File: config.mk
export PLATFORM = sky130hd
export DESIGN_NAME = seven_segment_two_wire_display_driver
export DESIGN_NICKNAME = d
export VERILOG_FILES = /design/src/rtl/sstw_pkg.sv /design/src/rtl/seven_segment_two_wire_display_driver.sv
export SDC_FILE = /design/constraint.sdc
export NUM_CORES = 1
export LEC_CHECK = 0
export BUFFER_PORTS_ARGS = -buffer_cell sky130_fd_sc_hd__buf_2
export CAP_MARGIN = 20
export CORE_MARGIN = 10
export CORE_UTILIZATION = 60
export CTS_BUF_LIST = sky130_fd_sc_hd__clkbuf_4 sky130_fd_sc_hd__clkbuf_8 sky130_fd_sc_hd__clkbuf_16
export DETAILED_ROUTE_END_ITERATION = 7
export MAX_ROUTING_LAYER = met4
export PLACE_DENSITY = 0.77
export SLEW_MARGIN = 40
export SYNTH_ARGS = -nofsm -noshare
export SYNTH_HDL_FRONTEND = slang
export SYNTH_SLANG_ARGS = --single-unit
File: constraint.sdc
create_clock -name clk -period 14.6 [get_ports clk]
set_input_delay 4.38 -clock clk [delete_from_list [all_inputs] [get_ports clk]]
set_output_delay 4.38 -clock clk [all_outputs]
set_load 0.05 [all_outputs]
File: src/rtl/sstw_pkg.sv
// ----------------------------------------------------------------------------
// sstw_pkg
// Types, command bytes and the segment lookup for the two-wire
// seven-segment display driver.
// ----------------------------------------------------------------------------
package sstw_pkg;

  localparam int unsigned NumberWidth = 14;
  localparam logic [NumberWidth-1:0] MaxNumber = 14'd9999;

  localparam logic [7:0] MODE_CMD = 8'h40;
  localparam logic [7:0] ADDR_CMD = 8'hC0;
  localparam logic [7:0] CTRL_CMD = 8'h80;

  localparam logic [1:0] FRAME_MODE   = 2'd0;
  localparam logic [1:0] FRAME_DIGITS = 2'd1;
  localparam logic [1:0] FRAME_CTRL   = 2'd2;

  localparam logic [2:0] LAST_DIGIT_BYTE = 3'd4;

  localparam logic CFG_BRIGHTNESS = 1'b0;
  localparam logic CFG_ENABLE     = 1'b1;

  typedef enum logic [1:0] {
    STAT_NONE,
    STAT_ACCEPTED,
    STAT_RANGE,
    STAT_BUSY
  } status_t;

  typedef struct packed {
    logic    clock_pin;
    logic    data_pin;
    logic    busy;
    status_t status;
  } result_t;

  function automatic logic [7:0] seg_code(input logic [3:0] digit);
    logic [7:0] code;
    case (digit)
      4'd0:    code = 8'h3F;
      4'd1:    code = 8'h06;
      4'd2:    code = 8'h5B;
      4'd3:    code = 8'h4F;
      4'd4:    code = 8'h66;
      4'd5:    code = 8'h6D;
      4'd6:    code = 8'h7D;
      4'd7:    code = 8'h07;
      4'd8:    code = 8'h7F;
      4'd9:    code = 8'h6F;
      default: code = 8'h00;
    endcase
    return code;
  endfunction

endpackage

File: src/rtl/seven_segment_two_wire_display_driver.sv
// ----------------------------------------------------------------------------
// seven_segment_two_wire_display_driver
// Splits a number into four decimal digits and drives the two-wire display
// protocol, one pin write for each input beat.
// ----------------------------------------------------------------------------
// The result beat for an input beat is registered in the output queue and offered from its head.
// Throughput: one input beat per cycle unless the two-entry output queue is
// full (tick_stall); the queue keeps input flowing while a result beat is held.
// A display transfer is 210 beats; the decimal split is done in the accepting cycle.
// Reset: idle, both pin levels low, brightness level 1, display enabled, queue empty.
module seven_segment_two_wire_display_driver (
  input  logic        clk,
  input  logic        rst,
  input  logic        tick_valid,
  output logic        tick_stall,
  input  logic        request_valid,
  input  logic [13:0] number,
  output logic        pin_valid,
  input  logic        pin_stall,
  output logic        clock_pin,
  output logic        data_pin,
  output logic        busy_res,
  output logic [1:0]  request_status,
  input  logic        cfg_write,
  input  logic        cfg_index,
  input  logic [2:0]  cfg_data
);

  typedef enum logic [1:0] {
    PART_START,
    PART_BYTE,
    PART_ACK,
    PART_STOP
  } part_t;

  logic [2:0] brightness_level;
  logic       display_enable;

  logic       active;
  logic [1:0] frame;
  part_t      part;
  logic [1:0] sub;
  logic [2:0] bit_idx;
  logic [2:0] byte_idx;
  logic       clock_level;
  logic       data_level;

  logic       active_next;
  logic [1:0] frame_next;
  part_t      part_next;
  logic [1:0] sub_next;
  logic [2:0] bit_idx_next;
  logic [2:0] byte_idx_next;
  logic       clock_level_next;
  logic       data_level_next;

  logic [1:0] cur_frame;
  part_t      cur_part;
  logic [1:0] cur_sub;
  logic [2:0] cur_bit;
  logic [2:0] cur_byte;
  logic [2:0] last_byte;
  logic [7:0] byte_val;
  logic [3:0] digit;

  logic [27:0] prod_th;
  logic [27:0] prod_hu;
  logic [27:0] prod_te;
  logic [6:0]  hu_all;
  logic [9:0]  te_all;
  logic [3:0]  digit_th;
  logic [3:0]  digit_hu;
  logic [3:0]  digit_te;
  logic [3:0]  digit_one;
  logic [3:0]  digit_store [4];

  sstw_pkg::result_t res_q [2];
  sstw_pkg::result_t res_new;
  sstw_pkg::status_t status;
  logic [1:0] q_count;
  logic       wr_ptr;
  logic       rd_ptr;
  logic       push;
  logic       pop;
  logic       start;
  logic       run;

  assign tick_stall = (q_count == 2'd2);
  assign pin_valid  = (q_count != 2'd0);
  assign push       = tick_valid && !tick_stall;
  assign pop        = pin_valid && !pin_stall;

  assign clock_pin      = res_q[rd_ptr].clock_pin;
  assign data_pin       = res_q[rd_ptr].data_pin;
  assign busy_res       = res_q[rd_ptr].busy;
  assign request_status = res_q[rd_ptr].status;

  assign start = request_valid && !active && (number <= sstw_pkg::MaxNumber);
  assign run   = start || active;

  always_comb begin
    if (!request_valid) begin
      status = sstw_pkg::STAT_NONE;
    end else if (active) begin
      status = sstw_pkg::STAT_BUSY;
    end else if (number > sstw_pkg::MaxNumber) begin
      status = sstw_pkg::STAT_RANGE;
    end else begin
      status = sstw_pkg::STAT_ACCEPTED;
    end
  end

  // The quotients by 1000, 100 and 10 come from reciprocal products that are
  // exact for every number up to 9999; each digit is a quotient less ten
  // times the next coarser one.
  always_comb begin
    prod_th   = 28'(number) * 28'd8389;
    prod_hu   = 28'(number) * 28'd5243;
    prod_te   = 28'(number) * 28'd6554;
    hu_all    = prod_hu[25:19];
    te_all    = prod_te[25:16];
    digit_th  = prod_th[26:23];
    digit_hu  = 4'(hu_all - {digit_th, 3'b000} - {2'b00, digit_th, 1'b0});
    digit_te  = 4'(te_all - {hu_all, 3'b000} - {2'b00, hu_all, 1'b0});
    digit_one = 4'(number - {1'b0, te_all, 3'b000} - {3'b000, te_all, 1'b0});
  end

  always_comb begin
    if (start) begin
      cur_frame = sstw_pkg::FRAME_MODE;
      cur_part  = PART_START;
      cur_sub   = 2'd0;
      cur_bit   = 3'd0;
      cur_byte  = 3'd0;
    end else begin
      cur_frame = frame;
      cur_part  = part;
      cur_sub   = sub;
      cur_bit   = bit_idx;
      cur_byte  = byte_idx;
    end
  end

  always_comb begin
    case (cur_byte)
      3'd1:    digit = digit_store[0];
      3'd2:    digit = digit_store[1];
      3'd3:    digit = digit_store[2];
      default: digit = digit_store[3];
    endcase
  end

  always_comb begin
    case (cur_frame)
      sstw_pkg::FRAME_MODE: byte_val = sstw_pkg::MODE_CMD;
      sstw_pkg::FRAME_CTRL: begin
        byte_val = sstw_pkg::CTRL_CMD | {4'b0000, display_enable, brightness_level};
      end
      default: begin
        byte_val = (cur_byte == 3'd0) ? sstw_pkg::ADDR_CMD : sstw_pkg::seg_code(digit);
      end
    endcase
    last_byte = (cur_frame == sstw_pkg::FRAME_DIGITS) ? sstw_pkg::LAST_DIGIT_BYTE : 3'd0;
  end

  always_comb begin
    active_next      = active;
    frame_next       = frame;
    part_next        = part;
    sub_next         = sub;
    bit_idx_next     = bit_idx;
    byte_idx_next    = byte_idx;
    clock_level_next = clock_level;
    data_level_next  = data_level;
    if (run) begin
      active_next   = 1'b1;
      frame_next    = cur_frame;
      part_next     = cur_part;
      sub_next      = cur_sub + 2'd1;
      bit_idx_next  = cur_bit;
      byte_idx_next = cur_byte;
      unique case (cur_part)
        PART_START: begin
          if (cur_sub == 2'd0) begin
            clock_level_next = 1'b1;
          end else begin
            data_level_next = (cur_sub == 2'd1);
          end
          if (cur_sub == 2'd2) begin
            part_next     = PART_BYTE;
            sub_next      = 2'd0;
            bit_idx_next  = 3'd0;
            byte_idx_next = 3'd0;
          end
        end
        PART_BYTE: begin
          if (cur_sub == 2'd0) begin
            clock_level_next = 1'b0;
          end else if (cur_sub == 2'd1) begin
            data_level_next = byte_val[cur_bit];
          end else begin
            clock_level_next = 1'b1;
            sub_next         = 2'd0;
            bit_idx_next     = cur_bit + 3'd1;
            if (cur_bit == 3'd7) begin
              part_next = PART_ACK;
            end
          end
        end
        PART_ACK: begin
          clock_level_next = (cur_sub == 2'd1);
          if (cur_sub == 2'd2) begin
            sub_next     = 2'd0;
            bit_idx_next = 3'd0;
            if (cur_byte == last_byte) begin
              part_next = PART_STOP;
            end else begin
              part_next     = PART_BYTE;
              byte_idx_next = cur_byte + 3'd1;
            end
          end
        end
        PART_STOP: begin
          if (cur_sub == 2'd0) begin
            clock_level_next = 1'b0;
          end else if (cur_sub == 2'd1) begin
            data_level_next = 1'b0;
          end else if (cur_sub == 2'd2) begin
            clock_level_next = 1'b1;
          end else begin
            data_level_next = 1'b1;
            part_next       = PART_START;
            if (cur_frame == sstw_pkg::FRAME_CTRL) begin
              active_next = 1'b0;
              frame_next  = sstw_pkg::FRAME_MODE;
            end else begin
              frame_next = cur_frame + 2'd1;
            end
          end
        end
        default: part_next = PART_START;
      endcase
    end
  end

  always_comb begin
    res_new.clock_pin = clock_level_next;
    res_new.data_pin  = data_level_next;
    res_new.busy      = active_next;
    res_new.status    = status;
  end

  always_ff @(posedge clk) begin
    if (rst) begin
      brightness_level <= 3'd1;
      display_enable   <= 1'b1;
    end else if (cfg_write) begin
      if (cfg_index == sstw_pkg::CFG_BRIGHTNESS) begin
        brightness_level <= cfg_data;
      end else begin
        display_enable <= cfg_data[0];
      end
    end
  end

  always_ff @(posedge clk) begin
    if (rst) begin
      active      <= 1'b0;
      frame       <= sstw_pkg::FRAME_MODE;
      part        <= PART_START;
      sub         <= 2'd0;
      bit_idx     <= 3'd0;
      byte_idx    <= 3'd0;
      clock_level <= 1'b0;
      data_level  <= 1'b0;
    end else if (push) begin
      active      <= active_next;
      frame       <= frame_next;
      part        <= part_next;
      sub         <= sub_next;
      bit_idx     <= bit_idx_next;
      byte_idx    <= byte_idx_next;
      clock_level <= clock_level_next;
      data_level  <= data_level_next;
    end
  end

  always_ff @(posedge clk) begin
    if (push && start) begin
      digit_store[0] <= digit_th;
      digit_store[1] <= digit_hu;
      digit_store[2] <= digit_te;
      digit_store[3] <= digit_one;
    end
  end

  always_ff @(posedge clk) begin
    if (rst) begin
      q_count <= 2'd0;
      wr_ptr  <= 1'b0;
      rd_ptr  <= 1'b0;
    end else begin
      if (push) begin
        wr_ptr <= !wr_ptr;
      end
      if (pop) begin
        rd_ptr <= !rd_ptr;
      end
      if (push && !pop) begin
        q_count <= q_count + 2'd1;
      end else if (pop && !push) begin
        q_count <= q_count - 2'd1;
      end
    end
  end

  always_ff @(posedge clk) begin
    if (push) begin
      res_q[wr_ptr] <= res_new;
    end
  end

  a_digit_range: assert property (@(posedge clk) disable iff (rst)
    active |-> digit_store[0] <= 4'd9 && digit_store[1] <= 4'd9 &&
               digit_store[2] <= 4'd9 && digit_store[3] <= 4'd9)
    else $error("stored digit out of decimal range");

  a_transfer_ends: assert property (@(posedge clk) disable iff (rst)
    push && active && part == PART_STOP && sub == 2'd3 && frame == sstw_pkg::FRAME_CTRL
    |=> !active)
    else $error("transfer did not end after the last stop condition");

  a_frame_range: assert property (@(posedge clk) disable iff (rst)
    active |-> frame != 2'd3)
    else $error("frame counter out of range");

  a_queue_bound: assert property (@(posedge clk) disable iff (rst)
    q_count == 2'd2 && !pop |=> q_count == 2'd2 && $stable(wr_ptr))
    else $error("result queue written while full");

endmodule
==> results.json <==
{
  "antenna_found_initial": 0,
  "synth_cells": 1074,
  "die_y_um": 150,
  "synth_seq_cells": 50,
  "wl_per_cell_um": 18.0,
  "synth_common_cells": "inv_1, ha_1, fa_1",
  "drv_slew": 0,
  "synth_edf_count": 26,
  "yosysWarnings": 0,
  "hold_path_end": "brightness_level[0]",
  "relSlewSlack": 0.512,
  "clkSlewWorstSetupHoldPaths_ns": 0.07,
  "reg2reg_depth": 17,
  "clock-sinks": 50,
  "skew_ns": 0.00748,
  "finalCritPeriodShare": 0.707,
  "drv_cap": 0,
  "globalRouteTotalUtil": 0.226,
  "drtIter0Drc": 469,
  "worstHoldStart": "brightness_level[0]",
  "syn_nets": 1455,
  "setup-tns-final_ns": 0,
  "grt_pass1_wl_um": 39400,
  "cts_max_level": 2,
  "r2r_end": "res_q[0][3]",
  "post_cts_resized": 0,
  "grt_setup_unrepaired": "false",
  "clkLatencyLatePin_ns": 0.29,
  "seq_area_frac_synth": 0.124,
  "overflow": 0,
  "hold_buffers": 0,
  "final_cells": 1323,
  "n_antenna_cell": 0,
  "cp_max_fo": 9,
  "hold_class": "register to register",
  "rr_startpoint": "active",
  "root_buffer": "clkbuf_16",
  "row_count": 47,
  "die_x_um": 150,
  "wl_um": 23800,
  "core_area_um2": 16600,
  "drive_above_1_share": 0.0526,
  "critical_path.max_stage_delay_ns": 0.54,
  "cts_setup_buffers": 0,
  "path_class": "primary input to register",
  "die_area_um2": 22600,
  "worstPathArrival_ns": 10.37,
  "io_buffers": 30,
  "cts_tree": "done",
  "setup.worst_path.end_class": "register",
  "yosys-top-cells-area": "ha_1, fa_1, inv_1",
  "post-route-min-period_ns": 10.33,
  "syn_avg_cell_area_um2": 9.48,
  "setup_viol": 0,
  "hold_depth": 2,
  "whs_ns": 0.477,
  "netlist_area_um2": 10200,
  "worst_pin_slew_ns": 0.731,
  "yosysTopAreaCellShare": 0.283,
  "p_per_area_nw_per_um2": 167,
  "status": "completed",
  "synth.most_common_cell": "inv_1",
  "routed_via_density": 5.64,
  "worstPathRequired_ns": 14.64,
  "dp_hpwl_um": 20600,
  "area_delta_synth_final_pct": 5.54,
  "cp_common_cell": "fa_1",
  "grt_start_max_net_pins": 24,
  "cts_buffer_depth": 2,
  "ys_types": 67,
  "vdd_drop_max_mv": 0.212,
  "cts_buffers": 5,
  "max_freq_ghz": 0.0968,
  "ys_async_sr_fraction": 0,
  "grt_pass1_vias": 7850,
  "path_cells": "buf_2 -> ha_1 -> inv_1 -> fa_1 -> fa_1 -> inv_1 -> fa_1 -> fa_1 -> ha_1 -> a2111o_1 -> a2111oi_0 -> nor3_1 -> o21a_1 -> o21ai_1 -> nand2b_1 -> xnor2_1 -> ha_1 -> xor2_1 -> xnor2_1 -> xnor2_1 -> xnor2_2 -> xnor3_1",
  "synthFlopType": "edfxtp_1",
  "ios": 31,
  "drc": 0,
  "layout.nets": 1483,
  "slowest_stage": "fa_1",
  "gp_congestion": 0.987,
  "drtAntennaViolNets": 0,
  "dr.pass1.iters": 5,
  "ff2ff_setup_slack_ns": 10.26,
  "dp_cells": 1315,
  "hold_viol": 0,
  "cp-start-kind": "primary input",
  "yosysTopAreaCell": "ha_1",
  "start_util": 0.614,
  "num_vias": 7467,
  "leakagePower_uw": 0.00566
}
layer usage:
metal,track usage,vias up,wire [um]
met3,0.0276,37,1370
li1,-,3568,-
met1,0.293,3632,10600
met5,-,-,0
met2,0.369,230,11300
met4,0.0559,0,578
metrics by stage:
step	total power, uW	setup slack, ns	area, um^2	util
CTS	1810	4.27	10800	0.648
finish	1790	4.27	10800	0.648
detailed placement	1650	3.97	10600	0.638
global route	2010	3.80	10800	0.648
floorplan	1350	4.68	10200	-
global placement	1610	4.08	10600	0.638
worst max-delay path, delay by kind of cell:
family / cells / cell delay [ns]
AO/OA/AOI/OAI: 4 / 1.08
AND/OR/NAND/NOR: 2 / 0.26
adder cells (fa/ha/maj): 7 / 2.96
XOR/XNOR: 6 / 1.27
buffers and inverters: 3 / 0.42
cell usage in the layout, fill, tap and decap left out, types with 3 or more instances in the layout:
cell,synthesis,layout
inv_1,287,287
ha_1,230,230
fa_1,127,127
nor2_1,40,40
nand2_1,38,38
a21oi_1,36,36
o21ai_0,33,33
buf_2,0,30
xnor2_1,27,27
edfxtp_1,26,26
dfxtp_1,24,24
nor3_1,15,15
a211oi_1,12,12
a21o_1,12,12
nand3_1,11,11
o21a_1,11,11
nor2b_1,9,9
xor2_1,9,9
nand2b_1,7,7
o31ai_1,7,7
a22oi_1,6,6
nand4_1,5,5
and3_1,5,5
o22ai_1,5,5
and2_1,5,5
or2_2,5,5
mux2_2,5,5
clkbuf_16,0,5
a21boi_0,4,4
a32oi_1,4,4
mux2i_1,4,4
o211ai_1,3,3
o21ai_1,3,3
o2111ai_1,3,3
a31oi_1,3,3
logic make-up after synthesis:
family,synth area share
DFF,0.124
adders and majority gates,0.532
muxes,0.00946
and+or+nand+nor,0.0704
buffers and inverters,0.111
xor gates and xnor gates,0.0370
AOI/OAI and AO/OA,0.117
worst max-delay path by stage:
stage / start / end / slack (ns)
finish: number[1] / digit_store[2][3] / 4.27
global route: number[1] / digit_store[2][3] / 3.80
CTS: number[1] / digit_store[2][3] / 4.27
detailed placement: number[1] / digit_store[2][3] / 3.97
global placement: number[1] / digit_store[2][3] / 4.08
floorplan: number[5] / digit_store[2][3] / 4.68
report_power, final:
group	switching, uW	total [uW]	internal [uW]	leakage (uW)
clock	54.8	137	82.1	0.0000848
combinational	754	1400	651	0.00513
sequential	17.7	251	233	0.000438
cell type report:
cell class	count	area, um^2
tap	220	275
multi-input combinational	726	7800
inverter	287	1080
clock inverter	3	47.5
fill	1377	5830
clock buffer	5	125
sequential	50	1260
timing repair buffer	32	165
flip-flops by register name, indices dropped and copies added (netlist names), 2 cells and up, named ones only:
signal / cells
bit_idx: 3
brightness_level: 3
byte_idx: 3
digit_store: 16
frame: 2
part: 2
q_count: 2
res_q: 10
sub: 2
(Power assumes the default switching activity.)
